--- src/sv/mexp_pkg.sv ---
// shared widths, constants and state type for the modular exponentiation block
package mexp_pkg;

    localparam int FIELD_W = 63;
    localparam int MOD_W   = 31;
    localparam int RCNT_W  = 6;
    localparam int MCNT_W  = 5;

    localparam logic [MOD_W-1:0]  MODULUS_RESET = 31'd1000000007;
    localparam logic [RCNT_W-1:0] RCNT_LAST     = 6'(FIELD_W - 1);
    localparam logic [MCNT_W-1:0] MCNT_LAST     = 5'(MOD_W - 1);

    typedef enum logic [2:0] {
        ST_IDLE,
        ST_REDUCE,
        ST_CHECK,
        ST_MUL_ACC,
        ST_MUL_SQ,
        ST_FINISH
    } mexp_state_t;

endpackage

--- src/sv/mexp_if.sv ---
// valid/ready channel interfaces for input and result words
interface mexp_in_if
    import mexp_pkg::*;
();
    logic               valid;
    logic               ready;
    logic [FIELD_W-1:0] base_value;
    logic [FIELD_W-1:0] power;

    modport source (output valid, output base_value, output power, input ready);
    modport sink   (input valid, input base_value, input power, output ready);
endinterface

interface mexp_out_if
    import mexp_pkg::*;
();
    logic             valid;
    logic             ready;
    logic [MOD_W-1:0] residue;

    modport source (output valid, output residue, input ready);
    modport sink   (input valid, input residue, output ready);
endinterface

--- src/sv/modular_exponentiation.sv ---
// Modular exponentiation: residue = base_value ** power mod modulus, computed right to left
// over the exponent bits with square-and-multiply. One word is worked on at a time.
// The base is first reduced bit-serially, one bit per cycle. Each exponent bit
// then takes a check state and a squaring, plus a multiply of the running result by the
// current square when the bit is set, all on a single shared bit-serial modular multiplier.
// The result word is registered from the finish state once the power has shifted to zero.
// A stalled receiver adds its stall once the output register is full, and the next word
// can be accepted at the edge after the result is registered. A zero power returns 1
// unreduced. A modulus of zero acts as one.
// The modulus may only be written while no word is in flight.
module modular_exponentiation
    import mexp_pkg::*;
(
    input  logic             clk,
    input  logic             rst_n,
    input  logic             cfg_we,
    input  logic [MOD_W-1:0] cfg_wdata,
    mexp_in_if.sink          in_ch,
    mexp_out_if.source       out_ch
);

    mexp_state_t        state_reg, state_next;
    logic [MOD_W-1:0]   modulus_reg;
    logic [FIELD_W-1:0] base_reg, base_next;
    logic [FIELD_W-1:0] exp_reg, exp_next;
    logic [MOD_W-1:0]   m_reg, m_next;
    logic [MOD_W-1:0]   acc_reg, acc_next;
    logic [MOD_W-1:0]   sq_reg, sq_next;
    logic [RCNT_W-1:0]  cnt_reg, cnt_next;
    logic               out_valid_reg, out_valid_next;
    logic [MOD_W-1:0]   residue_reg, residue_next;
    logic [MOD_W:0]     red_val;
    logic               mm_start;
    logic [MOD_W-1:0]   mm_a;
    logic               mm_done;
    logic [MOD_W-1:0]   mm_result;

    // shared modular multiplier
    mexp_mulmod u_mulmod (
        .clk    (clk),
        .rst_n  (rst_n),
        .start  (mm_start),
        .a      (mm_a),
        .b      (sq_reg),
        .m      (m_reg),
        .done   (mm_done),
        .result (mm_result)
    );

    // modulus register
    always_ff @(posedge clk or negedge rst_n)
    begin
        if (!rst_n)
        begin
            modulus_reg <= MODULUS_RESET;
        end
        else if (cfg_we)
        begin
            modulus_reg <= cfg_wdata;
        end
    end

    // base reduction step: shift in one base bit, subtract modulus once
    always_comb
    begin
        red_val = {sq_reg, base_reg[FIELD_W-1]};
        if (red_val >= {1'b0, m_reg})
        begin
            red_val = red_val - {1'b0, m_reg};
        end
    end

    // next state and datapath control
    always_comb
    begin
        state_next     = state_reg;
        base_next      = base_reg;
        exp_next       = exp_reg;
        m_next         = m_reg;
        acc_next       = acc_reg;
        sq_next        = sq_reg;
        cnt_next       = cnt_reg;
        out_valid_next = out_valid_reg;
        residue_next   = residue_reg;
        mm_start       = 1'b0;
        mm_a           = sq_reg;

        if (out_valid_reg && out_ch.ready)
        begin
            out_valid_next = 1'b0;
        end

        case (state_reg)
            ST_IDLE:
            begin
                if (in_ch.valid)
                begin
                    base_next  = in_ch.base_value;
                    exp_next   = in_ch.power;
                    m_next     = (modulus_reg == '0) ? MOD_W'(1) : modulus_reg;
                    acc_next   = MOD_W'(1);
                    sq_next    = '0;
                    cnt_next   = '0;
                    state_next = ST_REDUCE;
                end
            end
            ST_REDUCE:
            begin
                sq_next   = red_val[MOD_W-1:0];
                base_next = {base_reg[FIELD_W-2:0], 1'b0};
                cnt_next  = cnt_reg + 1'b1;
                if (cnt_reg == RCNT_LAST)
                begin
                    state_next = ST_CHECK;
                end
            end
            ST_CHECK:
            begin
                if (exp_reg == '0)
                begin
                    state_next = ST_FINISH;
                end
                else if (exp_reg[0])
                begin
                    mm_start   = 1'b1;
                    mm_a       = acc_reg;
                    state_next = ST_MUL_ACC;
                end
                else
                begin
                    mm_start   = 1'b1;
                    state_next = ST_MUL_SQ;
                end
            end
            ST_MUL_ACC:
            begin
                if (mm_done)
                begin
                    acc_next   = mm_result;
                    mm_start   = 1'b1;
                    state_next = ST_MUL_SQ;
                end
            end
            ST_MUL_SQ:
            begin
                if (mm_done)
                begin
                    sq_next    = mm_result;
                    exp_next   = {1'b0, exp_reg[FIELD_W-1:1]};
                    state_next = ST_CHECK;
                end
            end
            ST_FINISH:
            begin
                if (!out_valid_reg || out_ch.ready)
                begin
                    out_valid_next = 1'b1;
                    residue_next   = acc_reg;
                    state_next     = ST_IDLE;
                end
            end
            default:
            begin
                state_next = ST_IDLE;
            end
        endcase
    end

    // control registers
    always_ff @(posedge clk or negedge rst_n)
    begin
        if (!rst_n)
        begin
            state_reg     <= ST_IDLE;
            cnt_reg       <= '0;
            out_valid_reg <= 1'b0;
        end
        else
        begin
            state_reg     <= state_next;
            cnt_reg       <= cnt_next;
            out_valid_reg <= out_valid_next;
        end
    end

    // datapath registers
    always_ff @(posedge clk)
    begin
        base_reg    <= base_next;
        exp_reg     <= exp_next;
        m_reg       <= m_next;
        acc_reg     <= acc_next;
        sq_reg      <= sq_next;
        residue_reg <= residue_next;
    end

    assign in_ch.ready    = (state_reg == ST_IDLE);
    assign out_ch.valid   = out_valid_reg;
    assign out_ch.residue = residue_reg;

endmodule

--- src/sv/mexp_mulmod.sv ---
// bit-serial interleaved modular multiplier, one multiplier bit per cycle
module mexp_mulmod
    import mexp_pkg::*;
(
    input  logic             clk,
    input  logic             rst_n,
    input  logic             start,
    input  logic [MOD_W-1:0] a,
    input  logic [MOD_W-1:0] b,
    input  logic [MOD_W-1:0] m,
    output logic             done,
    output logic [MOD_W-1:0] result
);

    logic              busy_reg, busy_next;
    logic              done_reg, done_next;
    logic [MCNT_W-1:0] cnt_reg, cnt_next;
    logic [MOD_W-1:0]  a_reg, a_next;
    logic [MOD_W-1:0]  b_reg, b_next;
    logic [MOD_W-1:0]  m_reg, m_next;
    logic [MOD_W-1:0]  r_reg, r_next;
    logic [MOD_W:0]    dbl;
    logic [MOD_W:0]    dbl_red;
    logic [MOD_W:0]    sum;
    logic [MOD_W:0]    sum_red;

    // one step: r = 2r mod m, then add b mod m when the multiplier bit is set
    always_comb
    begin
        dbl     = {r_reg, 1'b0};
        dbl_red = (dbl >= {1'b0, m_reg}) ? dbl - {1'b0, m_reg} : dbl;
        sum     = a_reg[MOD_W-1] ? dbl_red + {1'b0, b_reg} : dbl_red;
        sum_red = (sum >= {1'b0, m_reg}) ? sum - {1'b0, m_reg} : sum;
    end

    // step sequencing
    always_comb
    begin
        busy_next = busy_reg;
        done_next = 1'b0;
        cnt_next  = cnt_reg;
        a_next    = a_reg;
        b_next    = b_reg;
        m_next    = m_reg;
        r_next    = r_reg;
        if (start)
        begin
            busy_next = 1'b1;
            cnt_next  = '0;
            a_next    = a;
            b_next    = b;
            m_next    = m;
            r_next    = '0;
        end
        else if (busy_reg)
        begin
            r_next   = sum_red[MOD_W-1:0];
            a_next   = {a_reg[MOD_W-2:0], 1'b0};
            cnt_next = cnt_reg + 1'b1;
            if (cnt_reg == MCNT_LAST)
            begin
                busy_next = 1'b0;
                done_next = 1'b1;
            end
        end
    end

    // control registers
    always_ff @(posedge clk or negedge rst_n)
    begin
        if (!rst_n)
        begin
            busy_reg <= 1'b0;
            done_reg <= 1'b0;
            cnt_reg  <= '0;
        end
        else
        begin
            busy_reg <= busy_next;
            done_reg <= done_next;
            cnt_reg  <= cnt_next;
        end
    end

    // operand and partial result registers
    always_ff @(posedge clk)
    begin
        a_reg <= a_next;
        b_reg <= b_next;
        m_reg <= m_next;
        r_reg <= r_next;
    end

    assign done   = done_reg;
    assign result = r_reg;

endmodule

--- src/flat_wrapper.sv ---
// flat-port wrapper written by rule: the top's interface ports become plain ports
module modular_exponentiation_flat import mexp_pkg::*;
  (clk, rst_n, cfg_we, cfg_wdata, in_ch_valid, in_ch_base_value, in_ch_power, in_ch_ready, out_ch_valid, out_ch_residue, out_ch_ready);
  mexp_in_if in_ch_i ();
  mexp_out_if out_ch_i ();
  input  logic clk;
  input  logic rst_n;
  input  logic cfg_we;
  input  logic [MOD_W-1:0] cfg_wdata;
  input wire logic [$bits(in_ch_i.valid)-1:0] in_ch_valid;
  input wire logic [$bits(in_ch_i.base_value)-1:0] in_ch_base_value;
  input wire logic [$bits(in_ch_i.power)-1:0] in_ch_power;
  output wire logic [$bits(in_ch_i.ready)-1:0] in_ch_ready;
  output wire logic [$bits(out_ch_i.valid)-1:0] out_ch_valid;
  output wire logic [$bits(out_ch_i.residue)-1:0] out_ch_residue;
  input wire logic [$bits(out_ch_i.ready)-1:0] out_ch_ready;
  assign in_ch_i.valid = in_ch_valid;
  assign in_ch_i.base_value = in_ch_base_value;
  assign in_ch_i.power = in_ch_power;
  assign in_ch_ready = in_ch_i.ready;
  assign out_ch_valid = out_ch_i.valid;
  assign out_ch_residue = out_ch_i.residue;
  assign out_ch_i.ready = out_ch_ready;
  modular_exponentiation u_core (.clk(clk), .rst_n(rst_n), .cfg_we(cfg_we), .cfg_wdata(cfg_wdata), .in_ch(in_ch_i), .out_ch(out_ch_i));
endmodule
--- config.mk ---
export PLATFORM = sky130hd
export DESIGN_NAME = modular_exponentiation_flat
export DESIGN_NICKNAME = d
export VERILOG_FILES = /design/src/sv/mexp_pkg.sv /design/src/sv/mexp_if.sv /design/src/sv/modular_exponentiation.sv /design/src/sv/mexp_mulmod.sv /design/src/flat_wrapper.sv
export SDC_FILE = /design/constraint.sdc
export NUM_CORES = 1
export LEC_CHECK = 0
export BUFFER_PORTS_ARGS = -buffer_cell sky130_fd_sc_hd__buf_2
export CAP_MARGIN = 40
export CORE_AREA = 2 2 217 219
export CTS_BUF_LIST = sky130_fd_sc_hd__clkbuf_2
export DETAILED_ROUTE_END_ITERATION = 16
export DIE_AREA = 0 0 219 221
export PLACE_DENSITY = 0.73
export SETUP_SLACK_MARGIN = 0.4
export SYNTH_ARGS = -nofsm -noshare
export SYNTH_HDL_FRONTEND = slang
export SYNTH_HIERARCHICAL = 1
export SYNTH_SLANG_ARGS = --single-unit
--- constraint.sdc ---
create_clock -name clk -period 14.32 [get_ports clk]
set_input_delay 2.864 -clock clk [delete_from_list [all_inputs] [get_ports clk]]
set_output_delay 2.864 -clock clk [all_outputs]
set_load 0.01 [all_outputs]
Word-level counts from Yosys, hierarchy flattened

Cells that the tools add are included.

Register bits after elaboration: 422
Input bits: 162
Output and inout port bits: 33

Add/subtract/negate cells: 6
Order comparisons: 3
Equality and inequality tests: 12
Mux-type cells: 43
Reduce and logical (&&, ||, !) cells: 18

Operators by type and width:

| operator                                                              | count |
|---|---|
| 31-bit 2-to-1 mux                                                     | 10 |
| 63-bit one-hot mux with 2 select lines                                | 2 |
| 63-bit 2-to-1 mux                                                     | 3 |
| 32-bit by 31-bit >= comparator with 1-bit output                      | 3 |
| 31-bit one-hot mux with 3 select lines                                | 1 |
| 32-bit 2-to-1 mux                                                     | 2 |
| 63-bit zero test                                                      | 1 |
| 31-bit one-hot mux with 2 select lines                                | 1 |
| 31-bit subtractor                                                     | 2 |
| 32-bit by 31-bit adder with 32-bit output                             | 1 |
| 32-bit by 31-bit subtractor with 32-bit output                        | 1 |
| 31-bit zero test                                                      | 1 |
| 3-bit 2-to-1 mux                                                      | 7 |
| 3-bit one-hot mux with 6 select lines                                 | 1 |
| 6-bit one-hot mux with 2 select lines                                 | 1 |
| 1-bit 2-to-1 mux                                                      | 11 |
| 5-bit 2-to-1 mux                                                      | 2 |
| 3-bit AND reduction                                                   | 3 |
| 2-bit nonzero test                                                    | 4 |
| 6-bit by 1-bit adder with 6-bit output, second input constant         | 1 |
| 3-bit by 2-bit equality test with 1-bit output, second input constant | 2 |
| 3-bit equality test, second input constant                            | 2 |
| 6-bit equality test, second input constant                            | 1 |
| 6-bit 2-to-1 mux                                                      | 1 |
| 13 further kinds                                                      | 18 |

Depth between registers and ports, before layout

Word-level depth: 6
Depth in mapped cells: 35

Cells and area by module

The synthesis kept the hierarchy.

By module, submodules not included:

| module                 | instances | cells an instance | area an instance (um^2) | seq. area each (um^2) |
|---|---|---|---|---|
| modular_exponentiation | 1         | 1,349             | 14,468.9                | 8,553.2 |
| mexp_mulmod            | 1         | 1,150             | 10,550.1                | 3,588.4 |

Least setup slack after synthesis

No wires, ideal clock.

Kind: register to register
Start: reg u_core.state_reg[2]
End: reg u_core.u_mulmod.a_reg[0] (enable)
Data arrival time: 12.169 ns
Setup slack: 1.765 ns
Cell stages (with the launch flop): 8
Path buffers: 4
Period minus slack after synthesis: 12.555 ns
Path through: dfrtp_1 clkbuf_1 buf_1 a2111oi_0 clkbuf_1 buf_1 nor2_1 inv_1

Word-level cells in the longest chain between the ends: 3
Elaborated cells between the ends (all ways): 4
Classes of those cells: eq/ne (2); mux (1); reduce/logical (1)

Ends and longest elaborated chain:

| what                                           | RTL line                      | source |
|---|---|---|
| start: declaration                             | modular_exponentiation.sv:22  | `mexp_state_t state_reg, state_next;` |
| start signal: assignment                       | modular_exponentiation.sv:180 | `state_reg <= state_next;` |
| 3-bit by 2-bit equality test with 1-bit output | modular_exponentiation.sv:93  | `case (state_reg)` |
| 1-bit one-hot mux with 2 select lines *        | modular_exponentiation.sv:93  |  |
| net u_core.mm_start                            | modular_exponentiation.sv:33  | `logic mm_start;` |
| 2-bit nonzero test (no source line) *          | n/a                           |  |
| end signal: assignment                         | mexp_mulmod.sv:88             | `a_reg <= a_next;` |
| end: declaration                               | mexp_mulmod.sv:18             | `logic [MOD_W-1:0] a_reg, a_next;` |

Mark *: on every way through the listed nets, which the timed path passes. The rest lies on a longest branch.
A chain may end at the register's enable or synchronous reset.

Worst setup path after layout

Start: reg u_core.u_mulmod.m_reg[0]
End: reg u_core.u_mulmod.r_reg[1], in the netlist u_core/u_mulmod/result[1]

Word-level cells in the longest chain between the ends: 6
Elaborated cells between the ends (all ways): 8
Classes of those cells: add/sub (3); order compare (2); mux (3)

Ends and longest elaborated chain:

| what                                                                                                               | RTL line          | source |
|---|---|---|
| start: declaration                                                                                                 | mexp_mulmod.sv:20 | `logic [MOD_W-1:0] m_reg, m_next;` |
| start signal: assignment                                                                                           | mexp_mulmod.sv:90 | `m_reg <= m_next;` |
| 32-bit by 31-bit subtractor with 32-bit output or 32-bit by 31-bit >= comparator with 1-bit output (tied branches) | mexp_mulmod.sv:31 | `dbl_red = (dbl >= {1'b0, m_reg}) ? dbl - {1'b0, m_reg} : dbl;` |
| 32-bit 2-to-1 mux                                                                                                  | mexp_mulmod.sv:31 |  |
| 32-bit by 31-bit adder with 32-bit output                                                                          | mexp_mulmod.sv:32 | `sum = a_reg[MOD_W-1] ? dbl_red + {1'b0, b_reg} : dbl_red;` |
| 32-bit 2-to-1 mux                                                                                                  | mexp_mulmod.sv:32 |  |
| 31-bit subtractor or 32-bit by 31-bit >= comparator with 1-bit output (tied branches)                              | mexp_mulmod.sv:33 | `sum_red = (sum >= {1'b0, m_reg}) ? sum - {1'b0, m_reg} : sum;` |
| 31-bit 2-to-1 mux *                                                                                                | mexp_mulmod.sv:33 |  |
| end signal: assignment                                                                                             | mexp_mulmod.sv:91 | `r_reg <= r_next;` |
| end: declaration                                                                                                   | mexp_mulmod.sv:21 | `logic [MOD_W-1:0] r_reg, r_next;` |

Mark *: on every way between the ends. The rest lies on a longest branch, timed or not.

==> flow_results.xml <==
<?xml version="1.0" encoding="UTF-8"?>
<metrics>
  <group name="die">
    <metric name="placeableCoreArea" unit="µm²">46100</metric>
    <metric name="boundaryPins" unit="">195</metric>
    <metric name="floorplan.rows" unit="">79</metric>
    <metric name="chipWidth" unit="µm">219</metric>
    <metric name="dieArea" unit="µm²">48400</metric>
    <metric name="initial_utilization" unit="%">54.3</metric>
    <metric name="fp.dieH" unit="µm">221</metric>
  </group>
  <group name="sta">
    <metric name="totalNegativeSetupSlack" unit="ns">0</metric>
    <metric name="rsz_0062_raised_after_global_routing" unit="">no</metric>
    <metric name="max_slew.worst_pin.slew" unit="ns">0.854</metric>
    <metric name="setup-violations-final" unit="">0</metric>
    <metric name="finalWorstPathRequiredPeriod" unit="ns">8.91</metric>
    <metric name="min_period_over_period" unit="%">62.2</metric>
    <metric name="drv_slew" unit="">0</metric>
    <metric name="fin_skew" unit="ns">0.0980</metric>
    <metric name="final-hold-violation-count" unit="">0</metric>
    <metric name="max_freq" unit="MHz">112</metric>
    <metric name="max-slew-margin-rel" unit="%">42.4</metric>
  </group>
  <group name="flow_run">
    <metric name="max_cap_viol_count" unit="">0</metric>
  </group>
  <group name="worst_setup_path">
    <metric name="worst_r2r_startpoint" unit="">u_core/u_mulmod/m_reg[0]$_DFFE_PP_</metric>
    <metric name="setup.worst_path.class" unit="">flip-flop to flip-flop</metric>
    <metric name="worstRegToRegCells" unit="">30</metric>
    <metric name="crit_required" unit="ns">15.30</metric>
    <metric name="launch_point_of_the_worst_path" unit="">u_core/u_mulmod/m_reg[0]$_DFFE_PP_</metric>
    <metric name="crit_path_top_delay_cell" unit="">sky130_fd_sc_hd__or2_1</metric>
    <metric name="timing.critical_path.to_type" unit="">flip-flop</metric>
    <metric name="critical_path.endpoint" unit="">u_core/u_mulmod/result[1]$_SDFFE_PP0P_</metric>
    <metric name="critPathMaxStageDelay" unit="ns">0.65</metric>
    <metric name="crit_path_max_fanout" unit="">48</metric>
    <metric name="reg2reg_setup_slack" unit="ns">5.41</metric>
    <metric name="crit_arrival" unit="ns">9.89</metric>
    <metric name="crit_path_frequent_cell" unit="">sky130_fd_sc_hd__a211oi_1</metric>
    <metric name="reg2reg_to" unit="">u_core/u_mulmod/result[1]$_SDFFE_PP0P_</metric>
    <metric name="critPathLaunchType" unit="">flip-flop</metric>
  </group>
  <group name="routing">
    <metric name="number_of_iterations_in_the_first_detailed_routing_pass" unit="">5</metric>
    <metric name="dr.first_iter.drc_count" unit="">1896</metric>
    <metric name="antenna_violating_nets_post_route" unit="">0</metric>
    <metric name="vias_per_cell" unit="">5.89</metric>
    <metric name="via_count" unit="">19900</metric>
    <metric name="postRouteWirelength" unit="µm">67900</metric>
    <metric name="avgRoutedWirePerCell" unit="µm">20.1</metric>
    <metric name="post-route-drc-count" unit="">0</metric>
  </group>
  <group name="cells_and_area">
    <metric name="layout.nets" unit="">2982</metric>
    <metric name="final_core_util" unit="%">59.5</metric>
    <metric name="post_route_cells_drive_above_1_share" unit="%">20.9</metric>
    <metric name="finish.cell_count_without_fillers" unit="">3384</metric>
    <metric name="finish.instance_area" unit="µm²">27400</metric>
    <metric name="fill_cells" unit="">4130</metric>
    <metric name="layout-area-overhead-vs-synth" unit="%">9.49</metric>
  </group>
  <group name="yosys">
    <metric name="postSynthRegisterBits" unit="">422</metric>
    <metric name="synthArstFlopShare" unit="%">11.4</metric>
    <metric name="syn_nets" unit="">2793</metric>
    <metric name="yosys.area_share.simple" unit="%">17.5</metric>
    <metric name="top_ff_cell_synth" unit="">sky130_fd_sc_hd__edfxtp_1</metric>
    <metric name="yosys.cell_types.count" unit="">95</metric>
    <metric name="netlist.area_leader.share" unit="%">41.2</metric>
    <metric name="synthesis.area" unit="µm²">25000</metric>
    <metric name="synth_cells" unit="">2499</metric>
    <metric name="yosys.area.top_type" unit="">sky130_fd_sc_hd__edfxtp_1</metric>
    <metric name="synth.top_cells.by_area" unit="">sky130_fd_sc_hd__edfxtp_1 41%, sky130_fd_sc_hd__nand2_1 8.1%, sky130_fd_sc_hd__ha_1 6.4%</metric>
    <metric name="post_synth_most_frequent_cells" unit="">543 x sky130_fd_sc_hd__nand2_1, 343 x sky130_fd_sc_hd__edfxtp_1, 128 x sky130_fd_sc_hd__ha_1</metric>
    <metric name="synth_warnings" unit="">6</metric>
    <metric name="synth_fa_ha_area_share" unit="%">6.72</metric>
    <metric name="synth.most_common_cell" unit="">sky130_fd_sc_hd__nand2_1</metric>
    <metric name="synthMuxAreaShare" unit="%">6.26</metric>
    <metric name="synth_top_family_by_area" unit="">simple AND/OR/NAND/NOR gates</metric>
    <metric name="synth_edf_count" unit="">343</metric>
    <metric name="synth-compound-area-share" unit="%">13.1</metric>
    <metric name="ys_seq_area_share" unit="%">48.5</metric>
    <metric name="area_share_of_xor_xnor_cells_in_the_synthesized_design" unit="%">3.57</metric>
    <metric name="synthesis.area_per_instance" unit="µm²">10.0</metric>
  </group>
  <group name="global_route">
    <metric name="antenna_found_initial" unit="">7</metric>
    <metric name="grt_start_max_net_pins" unit="">121</metric>
    <metric name="globalRouteOverflowTotal" unit="">0</metric>
    <metric name="grt_pass1_vias" unit="">19400</metric>
    <metric name="grt_usage" unit="%">28.1</metric>
    <metric name="grt_first_pass_wirelength" unit="µm">106000</metric>
  </group>
  <group name="clock_network">
    <metric name="clk_root_buffer_cell" unit="">sky130_fd_sc_hd__clkbuf_2</metric>
    <metric name="cts_max_path_buffers" unit="">3</metric>
    <metric name="post_cts.repair.setup_buffers" unit="">0</metric>
    <metric name="clk_pin_slew" unit="ns">0.12</metric>
    <metric name="clock_sinks" unit="">422</metric>
    <metric name="postCtsHoldBufs" unit="">0</metric>
    <metric name="clkLatencyLatePin" unit="ns">1.14</metric>
    <metric name="numCtsBuffers" unit="">106</metric>
    <metric name="clock_tree_from_tritoncts" unit="">built</metric>
    <metric name="cts_max_level" unit="">3</metric>
    <metric name="cts.repair.resized" unit="">0</metric>
  </group>
  <group name="hold_path">
    <metric name="min-delay-path-class" unit="">flip-flop to flip-flop</metric>
  </group>
  <group name="status">
    <metric name="result_of_the_run" unit="">completed</metric>
  </group>
  <group name="placement">
    <metric name="gpl.final_weighted_congestion" unit="">0.960</metric>
    <metric name="number_of_port_buffers" unit="">194</metric>
    <metric name="placement.cell_area" unit="µm²">26400</metric>
    <metric name="dp_cells" unit="">3187</metric>
    <metric name="dpl.hpwl" unit="µm">50100</metric>
  </group>
</metrics>
per-stage QoR:
stage | setup slack (ns) | hold slack [ns]
floorplan | 1.76 | 0.420
global placement | 5.68 | 0.424
detailed placement | 5.64 | 0.436
CTS | 5.58 | 0.448
global route | 4.76 | 0.463
finish | 5.41 | 0.440
placed cells by master (no fill, tap or decap), types with 38 or more instances in the layout:
master / synthesis / routed
sky130_fd_sc_hd__nand2_1: 543 / 541
sky130_fd_sc_hd__edfxtp_1: 343 / 343
sky130_fd_sc_hd__buf_2: 18 / 194
sky130_fd_sc_hd__clkbuf_2: 3 / 159
sky130_fd_sc_hd__ha_1: 128 / 128
sky130_fd_sc_hd__nor2_1: 118 / 117
sky130_fd_sc_hd__mux2_2: 116 / 116
sky130_fd_sc_hd__a21oi_1: 111 / 110
sky130_fd_sc_hd__inv_1: 111 / 109
sky130_fd_sc_hd__nand3_1: 103 / 102
sky130_fd_sc_hd__o21ai_0: 92 / 92
sky130_fd_sc_hd__xnor2_1: 58 / 58
sky130_fd_sc_hd__xor2_1: 44 / 44
sky130_fd_sc_hd__and2_1: 39 / 38
area by class of cell:
class / count / area (µm²) / area share, %
inverter: 111 / 417 / 1.52
antenna: 2 / 5.00 / 0.0183
clock inverter: 36 / 191 / 0.699
timing repair buffer: 219 / 1230 / 4.50
multi-input combinational: 1828 / 11900 / 43.3
tap: 607 / 759 / 2.77
sequential: 422 / 12100 / 44.3
clock buffer: 159 / 796 / 2.90
cells by family after synthesis:
logic type / Yosys count
XOR/XNOR: 102
AO/OA/AOI/OAI: 476
AND/OR/NAND/NOR: 976
buffers and inverters: 249
flip-flops: 422
adder cells (fa/ha/maj): 132
multiplexers: 142
worst max-delay path, delay by kind of cell (launching register included):
kind,cells,cell delay (ns)
and+or+nand+nor,4,1.53
buffers and inverters,3,0.63
AOI/OAI and AO/OA,17,4.32
adders and majority gates,3,1.20
muxes,3,0.69
DFF,1,0.40
layer usage:
metal / vias up / track usage, % / share of wire (%) / wire length [µm]
met5: - / 0 / 0.093 / 63
met4: 10 / 8.98 / 2.3 / 1540
met3: 112 / 5.29 / 7.8 / 5290
met2: 812 / 42.6 / 44 / 30200
met1: 9545 / 41.0 / 45 / 30800
li1: 9468 / - / - / -
worst min-delay path by stage:
| stage | startpoint | endpoint | slack [ns] | depth (start not counted) |
|---|---|---|---|---|
| 2_1_floorplan | u_core/acc_reg[0]$_SDFFCE_PP1P_ | u_core/out_ch.residue[0]$_DFFE_PP_ | 0.42 | 0 |
| 3_3_place_gp | u_core/acc_reg[19]$_SDFFCE_PP0P_ | u_core/out_ch.residue[19]$_DFFE_PP_ | 0.42 | 0 |
| 3_5_place_dp | u_core/acc_reg[12]$_SDFFCE_PP0P_ | u_core/out_ch.residue[12]$_DFFE_PP_ | 0.44 | 0 |
| 4_1_cts | u_core/acc_reg[12]$_SDFFCE_PP0P_ | u_core/out_ch.residue[12]$_DFFE_PP_ | 0.45 | 0 |
| 5_1_grt | u_core/acc_reg[13]$_SDFFCE_PP0P_ | u_core/out_ch.residue[13]$_DFFE_PP_ | 0.46 | 0 |
| 6_report | u_core/acc_reg[13]$_SDFFCE_PP0P_ | u_core/out_ch.residue[13]$_DFFE_PP_ | 0.44 | 0 |
Power is not shown: default switching activity piles up to over one toggle a cycle in this logic, so the estimate is an artifact.
